$ cat config.mk
export PLATFORM = sky130hd
export DESIGN_NAME = i2c_master_transfer_sequencer
export DESIGN_NICKNAME = d
export VERILOG_FILES = /design/src/rtl/i2cm_seq_pkg.sv /design/src/rtl/i2cm_seq_store.sv /design/src/rtl/i2c_master_transfer_sequencer.sv
export SDC_FILE = /design/constraint.sdc
export NUM_CORES = 2
export LEC_CHECK = 0
export BUFFER_PORTS_ARGS = -buffer_cell sky130_fd_sc_hd__buf_2
export CAP_MARGIN = 15
export CORE_ASPECT_RATIO = 2
export CORE_MARGIN = 3
export CORE_UTILIZATION = 68
export CTS_BUF_LIST = sky130_fd_sc_hd__clkbuf_16
export CTS_CLUSTER_DIAMETER = 30
export DETAILED_ROUTE_END_ITERATION = 10
export PLACE_DENSITY = 0.92
export SLEW_MARGIN = 5
export SYNTH_ARGS = -nofsm -noshare
export SYNTH_HDL_FRONTEND = slang
export SYNTH_SLANG_ARGS = --single-unit
$ cat constraint.sdc
create_clock -name aclk -period 13.35 [get_ports aclk]
set_clock_uncertainty 0.2 [all_clocks]
set_input_delay 0 -clock aclk [delete_from_list [all_inputs] [get_ports aclk]]
set_output_delay 0 -clock aclk [all_outputs]
set_load 0.03 [all_outputs]
$ cat src/rtl/i2cm_seq_pkg.sv
// Types and constants of the I2C master transfer sequencer.
package i2cm_seq_pkg;

    localparam int STORE_DEPTH = 256;
    localparam int STORE_AW    = $clog2(STORE_DEPTH);

    localparam int RW_BIT      = 0;        // read flag in the SLA+R/W byte
    localparam logic [7:0] POS_MAX = 8'hFF;

    typedef enum logic [1:0] {
        REQ_LOAD   = 2'd0,
        REQ_WRITE  = 2'd1,
        REQ_READ   = 2'd2,
        REQ_STATUS = 2'd3
    } req_type_t;

    localparam logic [2:0] ACT_NONE  = 3'd0;
    localparam logic [2:0] ACT_REL   = 3'd1;
    localparam logic [2:0] ACT_ACK   = 3'd2;
    localparam logic [2:0] ACT_STOP  = 3'd3;
    localparam logic [2:0] ACT_START = 3'd4;

    localparam logic [7:0] CODE_START        = 8'h08;
    localparam logic [7:0] CODE_RSTART       = 8'h10;
    localparam logic [7:0] CODE_MT_SLA_ACK   = 8'h18;
    localparam logic [7:0] CODE_MT_SLA_NACK  = 8'h20;
    localparam logic [7:0] CODE_MT_DATA_ACK  = 8'h28;
    localparam logic [7:0] CODE_MT_DATA_NACK = 8'h30;
    localparam logic [7:0] CODE_ARB_LOST     = 8'h38;
    localparam logic [7:0] CODE_MR_SLA_ACK   = 8'h40;
    localparam logic [7:0] CODE_MR_SLA_NACK  = 8'h48;
    localparam logic [7:0] CODE_MR_DATA_ACK  = 8'h50;
    localparam logic [7:0] CODE_MR_DATA_NACK = 8'h58;

    typedef struct packed {
        req_type_t   req_type;
        logic [6:0]  slave_address;
        logic [7:0]  byte_count;
        logic [7:0]  load_index;
        logic [7:0]  load_byte;
        logic [7:0]  bus_status;
        logic [7:0]  received_byte;
    } i2cm_seq_in_t;

    typedef struct packed {
        logic [2:0]  bus_action;
        logic        tx_valid;
        logic [7:0]  tx_byte;
        logic        rx_valid;
        logic [7:0]  rx_index;
        logic [7:0]  rx_byte;
        logic        busy_res;
        logic        error;
        logic        done_res;
    } i2cm_seq_out_t;

    typedef struct packed {
        logic                en;
        logic [STORE_AW-1:0] addr;
        logic [7:0]          data;
    } store_wr_t;

endpackage

$ cat src/rtl/i2cm_seq_store.sv
// Write-data store with registered reads at the requested address and at entry zero.
module i2cm_seq_store (
    input  logic                              aclk,
    input  i2cm_seq_pkg::store_wr_t           wr,
    input  logic [i2cm_seq_pkg::STORE_AW-1:0] rd_addr,
    output logic [7:0]                        rd_pos_data,
    output logic [7:0]                        rd_zero_data
);
    import i2cm_seq_pkg::*;

    logic [7:0] mem [STORE_DEPTH];
    logic [7:0] rd_pos_reg;
    logic [7:0] rd_zero_reg;

    // Reads see the word written on the same edge.
    always_ff @(posedge aclk) begin
        if (wr.en) begin
            mem[wr.addr] <= wr.data;
        end
        rd_pos_reg  <= (wr.en && wr.addr == rd_addr) ? wr.data : mem[rd_addr];
        rd_zero_reg <= (wr.en && wr.addr == '0) ? wr.data : mem[0];
    end

    assign rd_pos_data  = rd_pos_reg;
    assign rd_zero_data = rd_zero_reg;

endmodule

$ cat src/rtl/i2c_master_transfer_sequencer.sv
// I2C master transfer sequencer: top level with input and result registers.
//
//  channel | ports                      | word
//  --------+----------------------------+-------------------------------
//  in      | s_valid s_ready s_data     | load / start / bus status item
//  out     | m_valid m_ready m_data     | bus action, tx/rx byte, flags
//
// One word per cycle sustained while m_ready stays high; a word passes the input register
// and then the result register. The store is read at the next position as a word fires, so a status word
// finds its data byte in a register.
// aresetn is synchronous; the store content is not cleared by it.
// A stalled result holds the input register; s_ready drops only then.
module i2c_master_transfer_sequencer (
    input  logic                        aclk,
    input  logic                        aresetn,
    input  logic                        s_valid,
    output logic                        s_ready,
    input  i2cm_seq_pkg::i2cm_seq_in_t  s_data,
    output logic                        m_valid,
    input  logic                        m_ready,
    output i2cm_seq_pkg::i2cm_seq_out_t m_data
);
    import i2cm_seq_pkg::*;

    logic          in_valid_reg;
    i2cm_seq_in_t  in_reg;
    logic          out_valid_reg;
    i2cm_seq_out_t out_reg;

    logic [7:0] address_byte_reg,  address_byte_next;
    logic [7:0] block_length_reg,  block_length_next;
    logic [7:0] byte_position_reg, byte_position_next;
    logic       busy_reg,          busy_next;
    logic       error_reg,         error_next;

    i2cm_seq_out_t res;
    logic          fire;
    store_wr_t     wr;
    logic [7:0]    rd_pos_data;
    logic [7:0]    rd_zero_data;
    logic [7:0]    pos_adv;
    logic          is_rd;

    assign fire    = in_valid_reg && (!out_valid_reg || m_ready);
    assign s_ready = !in_valid_reg || fire;
    assign m_valid = out_valid_reg;
    assign m_data  = out_reg;

    assign is_rd   = address_byte_reg[RW_BIT];
    assign pos_adv = (byte_position_reg == POS_MAX) ? byte_position_reg
                                                    : byte_position_reg + 8'd1;

    assign wr.en   = fire && in_reg.req_type == REQ_LOAD
                     && int'(in_reg.load_index) < STORE_DEPTH;
    assign wr.addr = STORE_AW'(in_reg.load_index);
    assign wr.data = in_reg.load_byte;

    i2cm_seq_store u_store (
        .aclk         (aclk),
        .wr           (wr),
        .rd_addr      (STORE_AW'(fire ? byte_position_next : byte_position_reg)),
        .rd_pos_data  (rd_pos_data),
        .rd_zero_data (rd_zero_data)
    );

    always_comb begin
        logic done;
        done               = 1'b0;
        address_byte_next  = address_byte_reg;
        block_length_next  = block_length_reg;
        byte_position_next = byte_position_reg;
        busy_next          = busy_reg;
        error_next         = error_reg;
        res                = '0;
        res.bus_action     = ACT_NONE;

        case (in_reg.req_type)
            REQ_LOAD: begin
            end
            REQ_WRITE, REQ_READ: begin
                address_byte_next  = {in_reg.slave_address, in_reg.req_type == REQ_READ};
                block_length_next  = in_reg.byte_count;
                byte_position_next = '0;
                busy_next          = 1'b1;
                error_next         = 1'b0;
                res.bus_action     = ACT_START;
            end
            REQ_STATUS: begin
                if (busy_reg) begin
                    case (in_reg.bus_status)
                        CODE_START, CODE_RSTART: begin
                            res.tx_valid   = 1'b1;
                            res.tx_byte    = address_byte_reg;
                            res.bus_action = ACT_REL;
                        end
                        CODE_ARB_LOST: begin
                            byte_position_next = '0;
                            res.bus_action     = ACT_START;
                        end
                        CODE_MR_SLA_ACK: begin
                            if (is_rd) begin
                                res.bus_action = (block_length_reg > 8'd1) ? ACT_ACK : ACT_REL;
                            end
                        end
                        CODE_MR_SLA_NACK, CODE_MT_SLA_NACK: begin
                            if (is_rd == (in_reg.bus_status == CODE_MR_SLA_NACK)) begin
                                error_next     = 1'b1;
                                res.bus_action = ACT_STOP;
                                done           = 1'b1;
                            end
                        end
                        CODE_MR_DATA_ACK, CODE_MR_DATA_NACK: begin
                            if (is_rd) begin
                                if (byte_position_reg < block_length_reg) begin
                                    res.rx_valid = 1'b1;
                                    res.rx_index = byte_position_reg;
                                    res.rx_byte  = in_reg.received_byte;
                                end
                                if (in_reg.bus_status == CODE_MR_DATA_ACK) begin
                                    byte_position_next = pos_adv;
                                    res.bus_action = ({1'b0, pos_adv} + 9'd1 < {1'b0, block_length_reg})
                                                     ? ACT_ACK : ACT_REL;
                                end else begin
                                    res.bus_action = ACT_STOP;
                                    done           = 1'b1;
                                end
                            end
                        end
                        CODE_MT_SLA_ACK: begin
                            if (!is_rd) begin
                                if (block_length_reg != 8'd0) begin
                                    res.tx_valid       = 1'b1;
                                    res.tx_byte        = rd_zero_data;
                                    byte_position_next = 8'd1;
                                    res.bus_action     = ACT_REL;
                                end else begin
                                    byte_position_next = '0;
                                    res.bus_action     = ACT_STOP;
                                    done               = 1'b1;
                                end
                            end
                        end
                        CODE_MT_DATA_ACK: begin
                            if (!is_rd) begin
                                if (byte_position_reg < block_length_reg) begin
                                    res.tx_valid = 1'b1;
                                    // positions past the store send zero
                                    res.tx_byte  = (int'(byte_position_reg) < STORE_DEPTH)
                                                   ? rd_pos_data : 8'd0;
                                    byte_position_next = pos_adv;
                                    res.bus_action     = ACT_REL;
                                end else begin
                                    res.bus_action = ACT_STOP;
                                    done           = 1'b1;
                                end
                            end
                        end
                        CODE_MT_DATA_NACK: begin
                            if (!is_rd) begin
                                if (byte_position_reg < block_length_reg) begin
                                    error_next = 1'b1;
                                end
                                res.bus_action = ACT_STOP;
                                done           = 1'b1;
                            end
                        end
                        default: begin
                        end
                    endcase
                end
            end
            default: begin
            end
        endcase

        if (done) begin
            busy_next = 1'b0;
        end
        res.busy_res = busy_next;
        res.error    = error_next;
        res.done_res = done;
    end

    always_ff @(posedge aclk) begin
        if (!aresetn) begin
            in_valid_reg      <= 1'b0;
            out_valid_reg     <= 1'b0;
            address_byte_reg  <= '0;
            block_length_reg  <= '0;
            byte_position_reg <= '0;
            busy_reg          <= 1'b0;
            error_reg         <= 1'b0;
        end else begin
            if (s_ready) begin
                in_valid_reg <= s_valid;
            end
            if (fire) begin
                out_valid_reg     <= 1'b1;
                address_byte_reg  <= address_byte_next;
                block_length_reg  <= block_length_next;
                byte_position_reg <= byte_position_next;
                busy_reg          <= busy_next;
                error_reg         <= error_next;
            end else if (m_ready) begin
                out_valid_reg <= 1'b0;
            end
        end
    end

    always_ff @(posedge aclk) begin
        if (s_valid && s_ready) begin
            in_reg <= s_data;
        end
        if (fire) begin
            out_reg <= res;
        end
    end

endmodule

==> summary.txt, run 1 <==
Outcome
  • Status: did not finish
  • Failed at: global routing (5_1_grt)
  • Error: [ERROR GRT-0232] Routing congestion too high. Check the congestion heatmap in the GUI.

Yosys
  • Synth warn: 0
  • Number of synthesized flops with an enable pin: ~2100
  • Ys flop type: edfxtp_1
  • Commonest cells in the netlist: edfxtp_1, mux4_2, nor2_1
  • Syn_nets: approximately 4200
  • Synth area leader: edfxtp_1
  • Sequential area share after synthesis: 0.766
  • Adder-Cell Fraction of Synth Area: 0.00296
  • Synth Instances: about 4200
  • Top cells by area, synth: edfxtp_1, mux4_2, mux2i_1
  • Post-synthesis xor/xnor area fraction: 0.000726
  • Compound-Gate Fraction of Synth Area: 0.0399
  • Largest family of logic cells by synthesized area: multiplexers
  • Synth Area per Inst: 20.3 µm²
  • Top-area cell type share of the netlist area: 0.757
  • Mux cell area share after synthesis: 0.144
  • Synth cell types: 80
  • Synthesized cell area: between 80000 and 90000 µm²
  • Synth Register Bits: 2165
  • Synth Area in Simple Gates: 0.0308
  • Top-count cell post-synth: edfxtp_1
  • Async S/R FF share, synth: 0

Clock network
  • Max H-tree Level: 4
  • Post-CTS Setup Bufs: 0
  • Gates resized, CTS repair: 0
  • Clk sinks: around 2200
  • Root Driver: clkbuf_16
  • Cts-stage hold buffer count: approximately 110
  • CTS buffer count: ~180
  • CTS Buffer Depth: 3

Floorplan
  • Chip width: between 200 and 300 µm
  • Die Y: 504 µm
  • Row count: approximately 180
  • # IOs: 87
  • Starting density of the core: 0.685

GRT
  • Pin count of the biggest net entering global routing: about 260
  • All-Layer GR Usage: 0.654
  • Antenna violations before repair: 100
  • Total grt overflow: ~150

Place
  • Gpl congestion: 0.932
  • Placed Instances: about 5700
  • DP HPWL: between 100000 and 150000 µm
  • Port-buffer cells: 86
  • Post-DP Area: 86300 µm²
[logic make-up after synthesis]
kind of cell               Yosys count
adders and majority gates           20
muxes                              668
AOI/OAI and AO/OA                  450
and+or+nand+nor                    574
buffers and inverters              277
xor gates and xnor gates             7
DFF                               2165
[stage by stage]
step           setup slack (ns)   util
2_1_floorplan              9.10      -
3_5_place_dp               7.74  0.701
4_1_cts                    7.19  0.759
3_3_place_gp               7.75  0.701
[layer usage]
metal | GRT overflow | track usage
met2 | 66 | 0.779
met3 | 13 | 0.595
met5 | 1 | 0.450
met1 | 6 | 0.623
met4 | 60 | 0.588
==> run 2, diff against run 1 <==
CORE_ASPECT_RATIO = unset   (was 2)
CORE_UTILIZATION = 40   (was 68)
CTS_BUF_LIST = unset   (was sky130_fd_sc_hd__clkbuf_16)
CTS_CLUSTER_DIAMETER = unset   (was 30)
PLACE_DENSITY = unset   (was 0.92)
PLACE_DENSITY_LB_ADDON = 0.15   (was unset)
==> run 2 against run 1 <==
Compared with the run above: the flow now finishes without violations; synthesized area did not move; synthesized cell count did not move.
==> summary.txt, run 2 <==
Critical path
  • WP data arrival: roughly 6.4 ns
  • Max FO, Critical Path: 89
  • CP Class: reg2reg
  • Crit path launch type: flip-flop
  • Crit path capture type: flip-flop
  • R2r setup slk: 7.33 ns
  • CP required: roughly 14 ns

Floorplan
  • Chip width: about 470 µm
  • # IOs: 87
  • Core region area: 209000 µm²
  • Row count: about 170
  • Die area: between 200000 and 250000 µm²
  • Starting density of the core: 0.405
  • Die Y: between 400 and 500 µm

Power
  • Overall Power: ~0.014 W
  • P per Cell Area: between 100 and 150 nW/µm²
  • VDD IR max: roughly 0.13 mV
  • Leakage power total: about 29 nW

GRT
  • Met1 usage: 0.296
  • GRT Max-Usage Layer: met2
  • Total grt overflow: 0
  • Vias in the first global route: 42700
  • Met2 usage: 0.327
  • First-pass GRT wire length: around 320000 µm
  • All-Layer GR Usage: 0.205
  • Antenna violations before repair: 10
  • Pin count of the biggest net entering global routing: 195
  • M3 GR Usage: 0.0357

Clock network
  • Post-CTS Setup Bufs: 0
  • CTS buffer count: roughly 220
  • Clock transition at path regs: ~0.06 ns
  • TritonCTS clock tree: built
  • Clock latency on the worst-skew pair: 0.85 ns
  • Clk sinks: 2165
  • Max H-tree Level: 4
  • Root Driver: clkbuf_16
  • CTS Buffer Depth: 3

Yosys
  • Synth Instances: between 4000 and 5000
  • Async S/R FF share, synth: 0
  • Top-area cell type share of the netlist area: 0.757
  • Synth warn: 0
  • Ys flop type: edfxtp_1
  • Syn_nets: between 4000 and 5000
  • Top-count cell post-synth: edfxtp_1
  • Synthesized cell area: about 84000 µm²
  • Synth Area per Inst: roughly 20 µm²
  • Commonest cells in the netlist: edfxtp_1, mux4_2, nor2_1
  • Synth Register Bits: approximately 2200
  • Synth area leader: edfxtp_1
  • Top cells by area, synth: edfxtp_1, mux4_2, mux2i_1
  • Number of synthesized flops with an enable pin: 2129
  • Synth cell types: 80
  • Sequential area share after synthesis: 0.766

STA
  • Period utilization: 0.451
  • Hold Slack: 0.210 ns
  • Setup TNS Final: 0 ns
  • Worst setup margin: between 7 and 8 ns
  • Slew headroom: 0.0162
  • Setup violators final: 0
  • RSZ-0062 raised after global routing: no
  • Post-layout min period: 6.02 ns
  • Max Fclk: about 170 MHz
  • Slew @ Worst Pin: roughly 1.5 ns
  • Final Hold Viols: 0
  • Slew Viols, Final: 0

Outcome
  • Status: completed

Place
  • Post-DP Area: slightly below 90000 µm²
  • DP HPWL: around 130000 µm
  • Port-buffer cells: 86
  • Gpl congestion: 0.787
  • Setup Slack @ Placement: 7.29 ns

Hold path
  • Type of the most critical hold path: in2reg

Routing
  • DRT Pass-1 Iters: 6
  • Antenna Violating Nets Remaining: 0
  • DR iter-0 viols: around 4500
  • Drt drc: 0
  • Vias per cell: ~5.7
  • Via Count: 42000
  • Wire per inst: 30.2 µm
  • Total wire length: 224000 µm

Job
  • Max-cap viol count: 0

Cells and area
  • Number of flip-flops in the largest register: between 2000 and 2500
  • Most common cell after layout, fill and taps aside: edfxtp_1
  • Fin area: a little under 100000 µm²
  • NumNets Final: roughly 4500
  • Area growth, synth to finish: 13.8%
  • Layout cell share with drive strength beyond 1: 0.213
  • Commonest cells after routing, fill and taps aside: edfxtp_1, mux4_2, nor2_1
## run 2: area by class of cell
type,count,area [µm²]
timing repair buffer,282,2310
fill,17600,112000
tap,2788,3490
clock buffer,273,5860
antenna,3,7.51
clock inverter,143,1120
inverter,28,105
sequential,2165,64700
multi-input combinational,1719,18500
## run 2: what timing repair did
action / in CTS / in global routing
gates resized for setup: 0 / 0
hold endpoints to repair: 131 / 0
hold buffers: 107 / 0
setup endpoints to repair: 0 / 0
## run 2: logic make-up after synthesis
kind of cell / count (synthesis) / share of synthesized area
compound gates: 450 / 0.0399
mux: 668 / 0.144
fa+ha+maj: 20 / 0.00296
xor+xnor: 7 / 0.000726
flops: 2165 / 0.766
buf+inv: 277 / 0.0156
simple gates: 574 / 0.0308
## run 2: path summary, 6_finish.rpt
| kind | cells after the start | endpoint | startpoint |
|---|---|---|---|
| max | 10 | m_data[27]$_SDFFCE_PN0P_ | flip-flop |
| min | 3 | in_reg[2]$_DFFE_PP_ | s_data[2] |
| max reg2reg | 10 | m_data[27]$_SDFFCE_PN0P_ | flip-flop |
| min reg2reg | 2 | address_byte_reg[3]$_SDFFE_PN0P_ | address_byte_reg[3]$_SDFFE_PN0P_ |
## run 2: per-stage QoR
step                      instances   util
after floorplan                4161      -
after detailed placement       6874  0.422
after global routing           7400  0.461
final                          7401  0.461
after global placement         6872  0.422
after CTS                      7397  0.461
## run 2: power by group
group | internal (W) | switching (W) | total (W) | leakage, nW
sequential | 0.00748 | 0.0000168 | 0.00750 | 19.5
combinational | 0.0000493 | 0.000180 | 0.000229 | 5.62
clock | 0.00338 | 0.00261 | 0.00599 | 3.41
## run 2: worst max-delay path: stages, from the launching register on
cell	delay, ns
dfxtp_4	0.84
buf_4	0.55
buf_12	0.54
buf_4	0.91
mux4_2	0.61
a22o_1	0.25
a211oi_1	0.40
a211o_1	0.22
nor3_1	0.06
a31oi_1	0.70
o2111ai_1	0.17
## run 2: metal layers
layer	up-vias	routed length (µm)	part of all wire
li1	17800	-	-
met4	0	5000	0.022
met2	1316	107000	0.48
met5	-	0	0
met3	298	13300	0.059
met1	22600	98300	0.44
Power figures use the tool's default switching activity.
